**src/hdl/wmoc_pkg.sv**
```systemverilog
// Shared types, constants and codes of the windowed median outlier check.
`default_nettype none
package wmoc_pkg;

    // Field widths
    localparam int OP_W       = 2;
    localparam int MASS_W     = 32;
    localparam int TIME_W     = 40;
    localparam int EXPO_W     = 31;
    localparam int WIN_W      = 32;
    localparam int THR_W      = 16;
    localparam int SPAN_W     = WIN_W + 1;
    localparam int HIGH_W     = MASS_W + 1;
    localparam int FACTOR_W   = THR_W + 1;
    localparam int PROD_W     = MASS_W + FACTOR_W;
    localparam int CFG_IDX_W  = 1;
    localparam int CFG_DATA_W = 32;

    // Parameter defaults
    localparam int DEF_WINDOW_DEPTH = 64;
    localparam int DEF_MIN_ENTRIES  = 3;

    // Register reset values and indexes
    localparam logic [WIN_W-1:0]     RST_TIME_WINDOW = WIN_W'(20000);
    localparam logic [THR_W-1:0]     RST_THRESHOLD   = THR_W'(32768);
    localparam logic [CFG_IDX_W-1:0] REG_TIME_WINDOW = CFG_IDX_W'(0);
    localparam logic [CFG_IDX_W-1:0] REG_THRESHOLD   = CFG_IDX_W'(1);

    // 1.0 in Q1.16, one bit wider than the threshold
    localparam logic [FACTOR_W-1:0] ONE_Q16 = FACTOR_W'(65536);

    typedef enum logic [OP_W-1:0] {
        OP_APPEND   = 2'd0,
        OP_CHECK    = 2'd1,
        OP_EXPOSURE = 2'd2,
        OP_CLEAR    = 2'd3
    } t_op;

    // Command broadcast to every cell of the row
    typedef enum logic [2:0] {
        CELL_HOLD,
        CELL_DROP,
        CELL_WRITE,
        CELL_LOAD,
        CELL_RANK,
        CELL_SCAN
    } t_cell_op;

    typedef struct packed {
        logic [MASS_W-1:0] mass;
        logic [TIME_W-1:0] stamp;
    } t_entry;

    typedef struct packed {
        t_cell_op          op;
        logic [MASS_W-1:0] wr_mass;
        logic [TIME_W-1:0] wr_stamp;
    } t_cell_cmd;

endpackage
`default_nettype wire

```
**src/hdl/wmoc_cell.sv**
```systemverilog
// One cell of the sample row: a stored entry plus a rank-counting scan slot.
`default_nettype none
module wmoc_cell #(
    parameter int WINDOW_DEPTH = wmoc_pkg::DEF_WINDOW_DEPTH,
    parameter int IDX          = 0
) (
    input  wire logic                                  i_clk,
    input  wire wmoc_pkg::t_cell_cmd                   i_cmd,
    input  wire logic [$clog2(WINDOW_DEPTH+1)-1:0]     i_count,
    input  wire logic [$clog2(WINDOW_DEPTH+1)-1:0]     i_step,
    input  wire wmoc_pkg::t_entry                      i_head,
    input  wire wmoc_pkg::t_entry                      i_next,
    input  wire logic [wmoc_pkg::MASS_W-1:0]           i_next_scan_mass,
    input  wire logic [$clog2(WINDOW_DEPTH)-1:0]       i_next_scan_rank,
    output wmoc_pkg::t_entry                           o_entry,
    output logic [wmoc_pkg::MASS_W-1:0]                o_scan_mass,
    output logic [$clog2(WINDOW_DEPTH)-1:0]            o_scan_rank
);
    import wmoc_pkg::*;

    localparam int IW = $clog2(WINDOW_DEPTH);
    localparam int CW = $clog2(WINDOW_DEPTH + 1);
    localparam logic [CW-1:0] MY_IDX  = CW'(IDX);
    localparam logic [CW-1:0] MY_NEXT = CW'(IDX + 1);

    t_entry            r_entry, n_entry;
    logic [MASS_W-1:0] r_scan_mass, n_scan_mass;
    logic [IW-1:0]     r_scan_rank, n_scan_rank;
    logic              w_before;

    // The head entry orders before this one: smaller, or equal and earlier in the row
    assign w_before = (i_head.mass < r_scan_mass) ||
                      ((i_head.mass == r_scan_mass) && (i_step < MY_IDX));

    always_comb begin
        n_entry     = r_entry;
        n_scan_mass = r_scan_mass;
        n_scan_rank = r_scan_rank;
        case (i_cmd.op)
            CELL_DROP: begin
                n_entry = i_next;
            end
            CELL_WRITE: begin
                if (i_count == MY_IDX) begin
                    n_entry.mass  = i_cmd.wr_mass;
                    n_entry.stamp = i_cmd.wr_stamp;
                end
            end
            CELL_LOAD: begin
                n_scan_mass = r_entry.mass;
                n_scan_rank = '0;
            end
            CELL_RANK: begin
                // rotate the occupied part of the row, tail takes the head
                n_entry = (i_count == MY_NEXT) ? i_head : i_next;
                if (w_before) begin
                    n_scan_rank = r_scan_rank + IW'(1);
                end
            end
            CELL_SCAN: begin
                n_scan_mass = i_next_scan_mass;
                n_scan_rank = i_next_scan_rank;
            end
            default: begin
            end
        endcase
    end

    always_ff @(posedge i_clk) begin
        r_entry     <= n_entry;
        r_scan_mass <= n_scan_mass;
        r_scan_rank <= n_scan_rank;
    end

    assign o_entry     = r_entry;
    assign o_scan_mass = r_scan_mass;
    assign o_scan_rank = r_scan_rank;

endmodule
`default_nettype wire

```
**config.mk**
```make
export PLATFORM = sky130hd
export DESIGN_NAME = wmoc_cell
export DESIGN_NICKNAME = d
export VERILOG_FILES = /design/src/hdl/wmoc_pkg.sv /design/src/hdl/wmoc_cell.sv
export SDC_FILE = /design/constraint.sdc
export NUM_CORES = 1
export LEC_CHECK = 0
export ABC_CLOCK_PERIOD_IN_PS = 12350
export BUFFER_PORTS_ARGS = -buffer_cell sky130_fd_sc_hd__buf_2
export CORE_AREA = 2 2 150 152
export DETAILED_ROUTE_END_ITERATION = 7
export DIE_AREA = 0 0 152 154
export MAX_ROUTING_LAYER = met4
export SETUP_SLACK_MARGIN = 0.3
export SLEW_MARGIN = 30
export SYNTH_ARGS = -nofsm -noshare
export SYNTH_HDL_FRONTEND = slang
export SYNTH_SLANG_ARGS = --single-unit
```
**constraint.sdc**
```tcl
create_clock -name i_clk -period 12.35 [get_ports i_clk]
set_input_delay 0.6175 -clock i_clk [delete_from_list [all_inputs] [get_ports i_clk]]
set_output_delay 0.6175 -clock i_clk [all_outputs]
set_load 0.1 [all_outputs]
```
==> reports/results.ini <==
[sta]
setup_tns_ps=0
fmax_ghz=0.328
fin_skew_ps=10.7
period_minus_slack_ps=3040
hold_slack_ps=523
finalCritPeriodShare=0.247
tightest_slew_ps=798
drv_slew=0
hold_viol=0
rsz0062_at_grt=false
maxSlewHeadroom=0.461
setup_viol=0

[setup_path]
end_kind=register
path_max_fanout=6
crit_arrival_ps=3030
r2r_setup_slack_ps=9310
cp_data_required_time_ps=12340
r2r_end=o_scan_rank[0]
cp-endpoint=o_scan_rank[0]
r2r_start=o_scan_mass[13]
startpoint=i_head[53]
crit_type=input port to register
rr_worst_depth=7
worstSetupStartpointType=input port

[floorplan]
rows=54
dieHeight_um=154
ios=382
core_area_sq_mm=0.0217
die-area_sq_mm=0.0234
start_util=0.279
die_width_um=152

[grt]
grt_start_max_net_pins=73
track_usage=0.175
grt_pass1_wl_mm=30.4
gr-total-overflow=0
grt_pass1_vias=5341
antenna_found_initial=2

[drt]
drt_iter0_drc=296
wl_per_cell_um=17.6
via_count=5276
routed_wl_mm=20.1
antenna_left=0
dr.pass1.iters=4
drc=0
vias_per_cell=4.62

[hold_path]
hp-start=i_next[2]
min_path_type=input port to register

[cells_and_area]
fin_nets=1159
area_growth_syn_to_layout_pct=41.3
final_area_sq_mm=0.00854
fill_cells=2179
regArea_sq_mm=0.00330
utilization=0.394
multi_input_area_sq_mm=0.00254
final_cells=1142
layout-drive-gt1-share=0.498

[clocking]
cts_tree=yes
clk_pin_slew_worst_paths_ps=80
cts_hold_buf=0
clkSinkCount=110
clockBufferDepth=2
clock-root-buffer=clkbuf_16
cts-buffers-inserted=9
clk_latency_ps=360
htreeDepth=3
cts_setup_buffers=0
ctsResizeCount=0

[logic_synthesis]
yosysMostFrequentCell=edfxtp_1
syn_area_per_cell_sq_um=12.3
post_synth_num_cell_types=38
synth_edf_count=110
ys_seq_area_frac=0.547
synth_seq_cells=110
synth_area_sq_mm=0.00604
synthFlopType=edfxtp_1
synth.top_cell.area_share=0.547
yosysTopAreaCell=edfxtp_1
synthCells=491
syn_nets=795
synth_common_cells=edfxtp_1, a21o_1, a22o_1
ys_warn_count=0
synth-async-reset-ratio=0
synth_area_leaders=edfxtp_1, a22o_1, ha_1, a21o_1, mux2_2

[placement]
io_buffer_count=374
gp_congestion=0.809
placed_area_sq_mm=0.00826
placed_cells=1124
dp_hpwl_mm=15.7

[outcome]
status=finished, final reports clean

[power]
irDropWorstVdd_mv=0.0552
p_per_area_mw_per_mm2=135
p_leak_uw=0.00422

[job]
max_cap_violations=0

==> worst max-delay path, stage by stage <==
cell and delay (ps):
buf_2 120, ha_1 300, a21oi_1 250, nor2_1 80
a2111oi_0 640, o211ai_1 280, a41oi_1 740
==> registers in the layout (all words and copies together) (netlist names) <==
name	flops
o_scan_mass	32
o_entry	72
o_scan_rank	6
==> worst min-delay path by stage <==
stage | to | slack (ps) | cells after the start
2_1_floorplan | o_entry[10] | 800 | 1
3_3_place_gp | o_scan_mass[11] | 550 | 1
3_5_place_dp | o_scan_mass[11] | 550 | 1
4_1_cts | o_entry[36] | 510 | 2
5_1_grt | o_entry[21] | 520 | 2
6_report | o_entry[2] | 520 | 2
==> per-stage QoR <==
| stage | total power, uW | setup slack, ps |
|---|---|---|
| floorplan | 786 | 6890 |
| global placement | 884 | 8840 |
| detailed placement | 887 | 8840 |
| CTS | 1170 | 9200 |
| global route | 1210 | 9090 |
| finish | 1150 | 9310 |
==> area by class of cell <==
cell class / instances / share of cell area
antenna: 2 / 0.000586
clock buffer: 9 / 0.0264
timing repair buffer: 381 / 0.229
sequential: 110 / 0.387
inverter: 32 / 0.0141
tap: 280 / 0.0410
clock inverter: 7 / 0.00557
multi-input combinational: 321 / 0.297
==> layout by cell type, fill, tap and decap left out, drive strengths merged, types with 3 or more instances in the layout <==
cell    instances
buf           381
edfxtp        110
a22o           51
a21o           51
inv            34
nand2          33
ha             32
mux2           32
o21ai          28
mux2i          22
nor2           19
a21oi          19
clkbuf          9
nand3           5
clkinv          5
nand4           4
xor2            3
==> routing by layer <==
metal,global-route usage,part of all wire,wire (um),vias up
met3,0.0302,0.058,1160,26
met4,0.0685,0.028,558,0
met2,0.300,0.50,10200,252
met5,-,0,0,-
met1,0.204,0.41,8250,2393
li1,-,-,-,2605
==> logic make-up (layout without fill, tap and decap cells) <==
group,after synthesis,after routing,share of synthesized area
compound gates,161,161,0.192
flops,110,110,0.547
simple gates,70,70,0.0513
buf+inv,60,429,0.0420
mux,54,54,0.0961
fa+ha+maj,32,32,0.0663
xor+xnor,4,4,0.00580
other cells,0,2,0
==> where the power goes <==
part	leakage, uW	switching (uW)	internal (uW)
logic	0.00303	320	88.4
registers	0.00105	12.7	455
clock network	0.000135	140	138
Note: power is estimated with default switching activity, not from simulation.
