===== src/hdl/wmoc_pkg.sv =====
// Shared types, constants and codes of the windowed median outlier check.
`default_nettype none
package wmoc_pkg;

    // Field widths
    localparam int OP_W       = 2;
    localparam int MASS_W     = 32;
    localparam int TIME_W     = 40;
    localparam int EXPO_W     = 31;
    localparam int WIN_W      = 32;
    localparam int THR_W      = 16;
    localparam int SPAN_W     = WIN_W + 1;
    localparam int HIGH_W     = MASS_W + 1;
    localparam int FACTOR_W   = THR_W + 1;
    localparam int PROD_W     = MASS_W + FACTOR_W;
    localparam int CFG_IDX_W  = 1;
    localparam int CFG_DATA_W = 32;

    // Parameter defaults
    localparam int DEF_WINDOW_DEPTH = 64;
    localparam int DEF_MIN_ENTRIES  = 3;

    // Register reset values and indexes
    localparam logic [WIN_W-1:0]     RST_TIME_WINDOW = WIN_W'(20000);
    localparam logic [THR_W-1:0]     RST_THRESHOLD   = THR_W'(32768);
    localparam logic [CFG_IDX_W-1:0] REG_TIME_WINDOW = CFG_IDX_W'(0);
    localparam logic [CFG_IDX_W-1:0] REG_THRESHOLD   = CFG_IDX_W'(1);

    // 1.0 in Q1.16, one bit wider than the threshold
    localparam logic [FACTOR_W-1:0] ONE_Q16 = FACTOR_W'(65536);

    typedef enum logic [OP_W-1:0] {
        OP_APPEND   = 2'd0,
        OP_CHECK    = 2'd1,
        OP_EXPOSURE = 2'd2,
        OP_CLEAR    = 2'd3
    } t_op;

    // Command broadcast to every cell of the row
    typedef enum logic [2:0] {
        CELL_HOLD,
        CELL_DROP,
        CELL_WRITE,
        CELL_LOAD,
        CELL_RANK,
        CELL_SCAN
    } t_cell_op;

    typedef struct packed {
        logic [MASS_W-1:0] mass;
        logic [TIME_W-1:0] stamp;
    } t_entry;

    typedef struct packed {
        t_cell_op          op;
        logic [MASS_W-1:0] wr_mass;
        logic [TIME_W-1:0] wr_stamp;
    } t_cell_cmd;

endpackage
`default_nettype wire


===== src/hdl/wmoc_limits.sv =====
// Limit products of the median and the outlier compare against them.
`default_nettype none
module wmoc_limits (
    input  wire logic                             i_clk,
    input  wire logic [wmoc_pkg::MASS_W-1:0]      i_median,
    input  wire logic [wmoc_pkg::THR_W-1:0]       i_threshold,
    input  wire logic [wmoc_pkg::MASS_W-1:0]      i_mass,
    output logic [wmoc_pkg::MASS_W-1:0]           o_low_limit,
    output logic [wmoc_pkg::HIGH_W-1:0]           o_high_limit,
    output logic                                  o_outlier
);
    import wmoc_pkg::*;

    logic [FACTOR_W-1:0] w_lo_factor, w_hi_factor;
    logic [PROD_W-1:0]   r_lo_num, r_hi_num;
    logic [PROD_W-1:0]   w_scaled;

    assign w_lo_factor = ONE_Q16 - FACTOR_W'(i_threshold);
    assign w_hi_factor = ONE_Q16 + FACTOR_W'(i_threshold);

    always_ff @(posedge i_clk) begin
        r_lo_num <= PROD_W'(i_median) * PROD_W'(w_lo_factor);
        r_hi_num <= PROD_W'(i_median) * PROD_W'(w_hi_factor);
    end

    // compare against the exact limits, before dropping the fraction
    assign w_scaled     = PROD_W'({i_mass, 16'h0000});
    assign o_outlier    = (w_scaled < r_lo_num) || (w_scaled > r_hi_num);
    assign o_low_limit  = r_lo_num[MASS_W+15:16];
    assign o_high_limit = r_hi_num[HIGH_W+15:16];

endmodule
`default_nettype wire


===== config.mk =====
export PLATFORM = sky130hd
export DESIGN_NAME = wmoc_limits
export DESIGN_NICKNAME = d
export VERILOG_FILES = /design/src/hdl/wmoc_pkg.sv /design/src/hdl/wmoc_limits.sv
export SDC_FILE = /design/constraint.sdc
export NUM_CORES = 2
export LEC_CHECK = 0
export ABC_AREA = 1
export BUFFER_PORTS_ARGS = -buffer_cell sky130_fd_sc_hd__buf_2
export CAP_MARGIN = 20
export CELL_PAD_IN_SITES_DETAIL_PLACEMENT = 1
export CELL_PAD_IN_SITES_GLOBAL_PLACEMENT = 1
export CORE_ASPECT_RATIO = 0.6
export CORE_MARGIN = 1.5
export CORE_UTILIZATION = 53
export DETAILED_ROUTE_END_ITERATION = 10
export GPL_TIMING_DRIVEN = 0
export HOLD_SLACK_MARGIN = 0.06
export PLACE_DENSITY = 0.94
export SYNTH_ARGS = -nofsm -noshare
export SYNTH_HDL_FRONTEND = slang
export SYNTH_SLANG_ARGS = --single-unit

===== constraint.sdc =====
create_clock -name i_clk -period 20.8 [get_ports i_clk]
set_input_delay 2.08 -clock i_clk [delete_from_list [all_inputs] [get_ports i_clk]]
set_output_delay 2.08 -clock i_clk [all_outputs]
set_load 0.03 [all_outputs]

==> results.yml <==
placement:
  dp_hpwl_um: 157000
  port_buffers: 130
  gp_congestion: 1.06
  detailed_place.area_um2: 43700
run:
  cap_violations: 0
drt:
  total_wirelength_um: 180000
  detail_route.vias_per_cell: 5.64
  dr_total_vias: 39200
  wl_per_cell_um: 25.9
  wl_met3_um: 27000
  topRoutingLayerUsed: "met5"
  met2_wirelength_um: 74200
  number_of_nets_with_antenna_violations_after_routing: 0
  drc_errors: 0
  detail_route.iter0.violations: 4191
  drt_met1_wl_um: 67800
  drt_first_pass_iters: 5
die:
  num_io_pins: 147
  floorplan.rows: 79
  die_height_um: 220
  initial_core_util_pct: 53.7
  dieArea_um2: 80500
  floorplan.core_area_um2: 77700
  x_dimension_of_the_die_um: 365
timing:
  final.setup.tns_ns: 0
  timing.final.hold_violations: 0
  max_slew_margin_pct: 12.7
  least_margin_pin_slew_ns: 1.31
  fin_crit_sh_pct: 51.2
  timing.final.crit_period_ns: 10.65
  setup_viol: 0
  slew_viol_final: 0
  hold-worst-slack_ns: 2.17
  maxClockFrequency_mhz: 93.9
  setup_repair_after_global_routing_missed_its_margin: "false"
worst_setup_path:
  cpMostUsedCell: "sky130_fd_sc_hd__inv_1"
  critical_path.endpoint: "r_lo_num[39]$_DFF_P_"
  crit_path_top_delay_cell: "sky130_fd_sc_hd__buf_1"
  end_kind: "flip-flop"
  critical_path.max_stage_delay_ns: 0.74
  path_max_fanout: 10
  worst_ep_arrival_time_ns: 10.91
  crit_path_start: "i_threshold[0]"
  criticalPathCategory: "input port to flip-flop"
  worst-endpoint-required_ns: 21.06
  kind_of_start_point_of_the_critical_path: "input port"
yosys:
  syn-cell-area_um2: 41700
  seq_area_frac_synth_pct: 4.65
  synthCells: 5729
  number_of_synthesized_flops_with_an_enable_pin: 0
  synth_xor_area_share_pct: 1.18
  synth_fa_ha_area_share_pct: 52.4
  synthFlopType: "sky130_fd_sc_hd__dfxtp_1"
  syn_avg_cell_area_um2: 7.28
  fraction_of_the_mapped_netlist_area_in_simple_logic_gates_pct: 20.7
  synth_top_family_by_area: "adder cells"
  synth-compound-area-share_pct: 1.59
  synth_seq_cells: 97
  synth-async-reset-ratio_pct: 0
  yosysWarnings: 0
  net_count_after_synthesis: 7019
  synth.area.mux_share_pct: 0
  post_synth_num_cell_types: 40
final_layout:
  stdcell_area_um2: 44300
  final_layout_size_suffix_gt1_share_pct: 5.38
  leading_cell_type_in_the_layout_fill_and_taps_excluded: "sky130_fd_sc_hd__inv_1"
  flow.area_growth_from_synthesis_pct: 6.22
  fin_nets: 7176
  finalCoreUtilization_pct: 57.1
  commonest_non_fill_non_tap_cells_in_the_layout: "1776 x sky130_fd_sc_hd__inv_1, 1643 x sky130_fd_sc_hd__nand2_1, 898 x sky130_fd_sc_hd__fa_1"
clocking:
  cts.root.buffer_cell: "sky130_fd_sc_hd__clkbuf_16"
  cts_post_setup_buffers_inserted: 0
  clkSinkCount: 97
  worst_setup_hold_path_clk_slew_ns: 0.07
  cts_tree: "yes"
  cts-resized-gates: 0
  cts_hold_buffers: 0
  clock_tree.htree_level_count: 3
  cts_inserted_buffers: 9
  clockBufferDepth: 2
worst_hold_path:
  hold_path_startpoint: "i_median[0]"
  worstHoldPathType: "input port to flip-flop"
grt:
  gr-usage-all-layers_pct: 46.0
  grt_start_max_net_pins: 18
  grt_antenna_before_repair: 8
  grt_first_pass_wirelength_um: 266000
  gr-total-overflow: 0
  vias_in_the_first_global_route: 43300
run_status:
  run_status: "finished, final reports clean"
[flip-flops by register name, summed over array words and instances, names as in the netlist]
register and count:
r_hi_num 49, r_lo_num 48
[worst max-delay path, delay by kind of cell]
family | cells | cell delay, ns
fa+ha+maj | 8 | 3.74
buf+inv | 12 | 2.47
simple gates | 12 | 2.57
[cells in the mapped netlist, types with 11 or more instances]
| cell type | n | share of area (%) |
|---|---|---|
| sky130_fd_sc_hd__dfxtp_1 | 97 | 4.7 |
| sky130_fd_sc_hd__o21ai_0 | 11 | 0.13 |
| sky130_fd_sc_hd__fa_1 | 898 | 43 |
| sky130_fd_sc_hd__ha_1 | 311 | 9.3 |
| sky130_fd_sc_hd__nor2_1 | 324 | 2.9 |
| sky130_fd_sc_hd__buf_2 | 28 | 0.34 |
| sky130_fd_sc_hd__nand3_1 | 130 | 1.6 |
| sky130_fd_sc_hd__nand4_1 | 18 | 0.27 |
| sky130_fd_sc_hd__nor3_1 | 28 | 0.34 |
| sky130_fd_sc_hd__nand2_1 | 1643 | 15 |
| sky130_fd_sc_hd__xor2_1 | 42 | 0.88 |
| sky130_fd_sc_hd__inv_2 | 13 | 0.12 |
| sky130_fd_sc_hd__o21bai_1 | 11 | 0.20 |
| sky130_fd_sc_hd__xnor2_1 | 14 | 0.29 |
| sky130_fd_sc_hd__buf_4 | 75 | 1.3 |
| sky130_fd_sc_hd__clkbuf_1 | 131 | 1.2 |
| sky130_fd_sc_hd__a21oi_1 | 82 | 0.98 |
| sky130_fd_sc_hd__buf_1 | 27 | 0.24 |
| sky130_fd_sc_hd__inv_1 | 1776 | 16 |
[worst min-delay path by stage]
stage / to / slack (ns) / depth (start not counted)
floorplan: r_hi_num[0]$_DFF_P_ / 2.18 / 2
CTS: r_hi_num[0]$_DFF_P_ / 2.15 / 3
finish: r_hi_num[0]$_DFF_P_ / 2.17 / 3
global placement: r_hi_num[0]$_DFF_P_ / 2.55 / 3
global route: r_hi_num[0]$_DFF_P_ / 2.15 / 3
detailed placement: r_hi_num[0]$_DFF_P_ / 2.55 / 3
[routing by layer]
layer	global-route usage, %	up-vias
li1	-	16200
met1	58.1	19700
met2	66.9	2689
met3	18.8	665
met4	25.5	6
met5	0	-
[metrics by stage]
step	setup slack, ns	cells
after floorplan	12.73	5729
after global placement	10.56	6912
after detailed placement	10.32	6914
after CTS	10.69	6930
after global routing	10.20	6944
final	10.15	6956
[layout make-up]
| class | count | area [um2] |
|---|---|---|
| diodes | 12 | 30.0 |
| plain buffers | 268 | 1380 |
| clock buffers | 9 | 225 |
| clock inverters | 7 | 124 |
| fillers | 10300 | 33400 |
| inverters | 1794 | 6740 |
| multi-input cells | 3570 | 31700 |
| flip-flops and latches | 97 | 1940 |
| well taps | 1053 | 1320 |
| repair buffers | 146 | 900 |
[cells by family (layout without fill, tap and decap cells)]
family | Yosys count | after routing
AND/OR/NAND/NOR | 2184 | 2184
buffers and inverters | 2062 | 2224
adder cells (fa/ha/maj) | 1209 | 1209
XOR/XNOR | 56 | 56
other | 0 | 12
flip-flops | 97 | 97
AO/OA/AOI/OAI | 121 | 121
Power is not shown: default switching activity piles up to over one toggle a cycle in this logic, so the estimate is an artifact.
